$ cat src/hdl/spnt_pkg.sv
// package for the sorted phone number table
// item types, command and status codes, cell control struct; no dependencies
`timescale 1ns / 1ps

package spnt_pkg;

    localparam int TABLE_DEPTH = 64;
    localparam int TAG_BITS    = 16;
    localparam int IDX_W       = $clog2(TABLE_DEPTH);
    localparam int CNT_W       = $clog2(TABLE_DEPTH + 1);
    localparam int KEY_W       = 34;

    typedef enum logic [1:0] {
        CMD_INSERT = 2'd0,
        CMD_READ   = 2'd1,
        CMD_DELETE = 2'd2,
        CMD_CLEAR  = 2'd3
    } cmd_t;

    typedef enum logic [1:0] {
        ST_OK         = 2'd0,
        ST_FULL       = 2'd1,
        ST_EMPTY_SLOT = 2'd2
    } status_t;

    typedef struct packed {
        logic [1:0]  cmd;
        logic [9:0]  area_code;
        logic [9:0]  exchange_code;
        logic [13:0] line_number;
        logic [15:0] record_tag;
        logic [5:0]  slot_index;
    } in_item_t;

    typedef struct packed {
        logic [1:0]  status;
        logic [5:0]  placed_index;
        logic [9:0]  area_out;
        logic [9:0]  exchange_out;
        logic [13:0] line_out;
        logic [15:0] tag_out;
        logic [6:0]  entry_count;
    } out_item_t;

    // broadcast to every cell in the execute cycle
    typedef struct packed {
        logic                ins;
        logic                del;
        logic                front;
        logic [KEY_W-1:0]    key;
        logic [TAG_BITS-1:0] tag;
        logic [IDX_W-1:0]    slot;
        logic [CNT_W-1:0]    count;
    } cell_op_t;

endpackage

$ cat src/hdl/spnt_cell.sv
// one record cell of the sorted table chain
// holds a key and tag, compares against the broadcast key and shifts with its neighbors
// depends on spnt_pkg
`timescale 1ns / 1ps

module spnt_cell (
    input  logic                         clk,
    input  logic [spnt_pkg::IDX_W-1:0]   idx,
    input  spnt_pkg::cell_op_t           op,
    input  logic [spnt_pkg::KEY_W-1:0]   prev_key,
    input  logic [spnt_pkg::TAG_BITS-1:0] prev_tag,
    input  logic                         prev_occ,
    input  logic                         prev_lt,
    input  logic [spnt_pkg::KEY_W-1:0]   next_key,
    input  logic [spnt_pkg::TAG_BITS-1:0] next_tag,
    input  logic                         next_occ,
    output logic [spnt_pkg::KEY_W-1:0]   key,
    output logic [spnt_pkg::TAG_BITS-1:0] tag,
    output logic                         occ,
    output logic                         lt,
    output logic                         take
);
    import spnt_pkg::*;

    logic [KEY_W-1:0]    key_reg;
    logic [TAG_BITS-1:0] tag_reg;
    logic                first_cell;
    logic                shift_in;
    logic                shift_out;

    assign key        = key_reg;
    assign tag        = tag_reg;
    assign occ        = {1'b0, idx} < op.count;
    assign lt         = key_reg < op.key;
    assign first_cell = (idx == '0);

    always_comb
    begin
        if (op.front)
        begin
            take     = op.ins && first_cell;
            shift_in = op.ins && prev_occ;
        end
        else
        begin
            take     = op.ins && prev_occ && ((idx == IDX_W'(1)) || prev_lt) && !(occ && lt);
            shift_in = op.ins && prev_occ && (idx > IDX_W'(1)) && !prev_lt;
        end
        shift_out = op.del && (idx >= op.slot) && next_occ;
    end

    always_ff @(posedge clk)
    begin
        if (take)
        begin
            key_reg <= op.key;
            tag_reg <= op.tag;
        end
        else if (shift_in)
        begin
            key_reg <= prev_key;
            tag_reg <= prev_tag;
        end
        else if (shift_out)
        begin
            key_reg <= next_key;
            tag_reg <= next_tag;
        end
    end

endmodule

$ cat config.mk
export PLATFORM = sky130hd
export DESIGN_NAME = spnt_cell
export DESIGN_NICKNAME = d
export VERILOG_FILES = /design/src/hdl/spnt_pkg.sv /design/src/hdl/spnt_cell.sv
export SDC_FILE = /design/constraint.sdc
export NUM_CORES = 1
export LEC_CHECK = 0
export ABC_CLOCK_PERIOD_IN_PS = 5600
export BUFFER_PORTS_ARGS = -buffer_cell sky130_fd_sc_hd__buf_2
export CAP_MARGIN = 20
export CORE_MARGIN = 2
export CORE_UTILIZATION = 50
export CTS_BUF_LIST = sky130_fd_sc_hd__clkbuf_4 sky130_fd_sc_hd__clkbuf_8
export DETAILED_ROUTE_END_ITERATION = 10
export HOLD_SLACK_MARGIN = 0.12
export PLACE_DENSITY = 0.84
export SLEW_MARGIN = 10
export SYNTH_ARGS = -nofsm -noshare
export SYNTH_HDL_FRONTEND = slang
export SYNTH_SLANG_ARGS = --single-unit
$ cat constraint.sdc
create_clock -name clk -period 5.6 [get_ports clk]
set_input_delay 0.84 -clock clk [delete_from_list [all_inputs] [get_ports clk]]
set_output_delay 0.84 -clock clk [all_outputs]
set_load 0.01 [all_outputs]
==> flow_summary.ini <==
[routing]
drtIter0Drc = 361
drcViolationCount = 0
wirelength_um = 14890
via_per_inst = 6.188
first_pass_iters = 7
avgRoutedWirePerCell_um = 18.24
via_count = 5049
ant_nets = 0

[timing]
post-route-period-util_pct = 68.84
drv_slew = 0
setup_viol = 0
clock_skew_ns = 0.008211
hold_violations = 0
max_freq_ghz = 0.2594
rsz0062_at_grt = false
period_needed_ns = 3.855
tightest_slew_ns = 1.092
final.setup.worst_slack_ns = 1.745
setup-tns-final_ns = 0
max_slew_margin_pct = 27.19

[global_routing]
track_usage_pct = 25.39
grt-ovfl-total = 0
grt_pass1_vias = 5012
antenna_found_initial = 0
grt_start_max_net_pins = 65
grt_pass1_wl_um = 23320

[synth]
yosys_warnings = 0
ys_types = 40
ys_ff_latch = 50
synth_cells = 481
synth_edf_count = 50
synth_area_um2 = 5166
synth-seq-area-share_pct = 29.06
async_reset_ff_share_pct = 0
syn_avg_cell_area_um2 = 10.74
yosys_most_used_dff = edfxtp_1
synth_nets = 701

[pwr]
power.density_nw_per_um2 = 189.4
finalPower_mw = 1.215
p_leak_nw = 2.892
ir_worst_vdd_v = 0.0001092

[floorplanning]
core_area_um2 = 10180
dieArea_um2 = 11160
rows = 37
pin_count = 229
die_w_um = 105.7
die_h_um = 105.7
initial_core_util_pct = 50.72

[placement]
place_ws_ns = 1.619
port_buffers = 228
hpwl_um = 10960
routabilityCongestion = 0.8992

[cts]
clk_pin_slew_ns = 0.11
cts_hold_buf = 0
htree_levels = 2
postCtsSetupBuffers = 0
clkLatencyLatePin_ns = 0.31
root_buffer = clkbuf_8
cts_resized = 0
cts_made_buffers = 5
cts_sinks = 50
cts_tree = built
clockBufferDepth = 2

[worst_setup_path]
cp_max_fo = 51
cpPeakStageDelay_ns = 0.87
crit_chain = buf_2 -> or4_4 -> or3_2 -> nand2_1 -> a211oi_4 -> nor2_1 -> buf_2
cp.required_ns = 4.76
cp_slowest_cell = or3_2
cp_common_cell = buf_2
arrival_ns = 3.02
timing.critical_path.from_type = input port
worstSetupEndpointType = output port
worstSetupPathType = input port to output port

[cells_and_area]
seq_area_um2 = 1501
multiInputGateArea_um2 = 3228
fillerInstances = 842
syn_to_final_growth_pct = 24.17
nets = 899
drive_gt1_share_pct = 44.26
largest_reg_flops = 34
antenna_cells = 0

[run]
cap_violations = 0

[min_path]
hold_path_class = input port to register

[run_status]
status = finished, final reports clean
==> power breakdown <==
group | total, mW | internal, mW | switching [mW]
Clock | 0.225 | 0.0886 | 0.137
Combinational | 0.496 | 0.215 | 0.281
Sequential | 0.493 | 0.474 | 0.0196
==> cell usage in the layout, fill, tap and decap left out, types with 2 or more instances in the layout <==
master / n
buf_2: 228
inv_1: 62
a211oi_1: 51
a221o_1: 51
mux2i_1: 50
a221oi_2: 50
edfxtp_1: 50
ha_1: 44
a21oi_1: 17
nand2_1: 10
buf_4: 7
and3_1: 5
nand4_1: 5
clkbuf_8: 5
nor2_1: 4
nand2b_1: 4
a21o_1: 4
o21ai_0: 3
o21a_1: 2
nor2b_1: 2
a21oi_4: 2
o211ai_1: 2
==> synth_stat cells (all sizes together), types with 4 or more instances <==
master | number | area, um^2
a21o | 4 | 30.03
a221o | 51 | 510.5
a221oi | 50 | 750.7
nor2 | 4 | 15.01
nand2b | 4 | 25.02
edfxtp | 50 | 1501
inv | 62 | 232.7
mux2i | 50 | 500.5
clkbuf | 11 | 41.29
and3 | 5 | 31.28
a211oi | 53 | 407.9
nand2 | 10 | 37.54
a21oi | 19 | 95.09
ha | 44 | 550.5
o21ai | 5 | 28.77
nand4 | 5 | 31.28
buf | 33 | 206.5
==> critical path, delay by kind of cell <==
family	cells	cell delay, ns
buffers and inverters	2	0.26
AO/OA/AOI/OAI	1	0.07
AND/OR/NAND/NOR	4	1.83
==> stage by stage <==
step / hold slack, ns / util, % / cells / cell area (um^2)
after floorplan: 1.122 / - / 481 / 5166
after global placement: 1.242 / 62.11 / 808 / 6326
after detailed placement: 1.253 / 62.11 / 808 / 6326
after CTS: 0.9245 / 62.99 / 816 / 6415
after global routing: 0.9270 / 62.99 / 816 / 6415
final: 0.9242 / 62.99 / 816 / 6415
==> path summary, 6_finish.rpt <==
check          start       to  slack, ns  depth (start not counted)
min           op[26]  tag[13]       0.92                          3
min reg2reg  key[32]   tag[2]       1.74                          7
max           idx[2]     take       1.74                          7
max reg2reg   key[5]   tag[3]       2.15                          6
==> cells by family (layout without fill, tap and decap cells) <==
group                      after synthesis  after routing  share of synthesized area [%]
AOI/OAI and AO/OA                      194            194                          37.27
buffers and inverters                  106            305                          9.300
muxes                                   50             50                          9.688
DFF                                     50             50                          29.06
adders and majority gates               44             44                          10.66
and+or+nand+nor                         37             37                          4.021
==> metal layers <==
metal  global-route usage, %  part of all wire (%)
met1                   31.22                    40
met2                   46.27                    52
met3                   3.278                   6.9
met5                       0                     0
met4                   7.331                   1.5
==> final cells by class <==
| cell class | instances | share of cell area (%) |
|---|---|---|
| clock buffer | 5 | 1.073 |
| clock inverter | 3 | 0.3121 |
| multi-input combinational | 325 | 50.32 |
| sequential | 50 | 23.41 |
| inverter | 62 | 3.628 |
| timing repair buffer | 235 | 18.61 |
| tap | 136 | 2.653 |
Note: power is estimated with default switching activity, not from simulation.
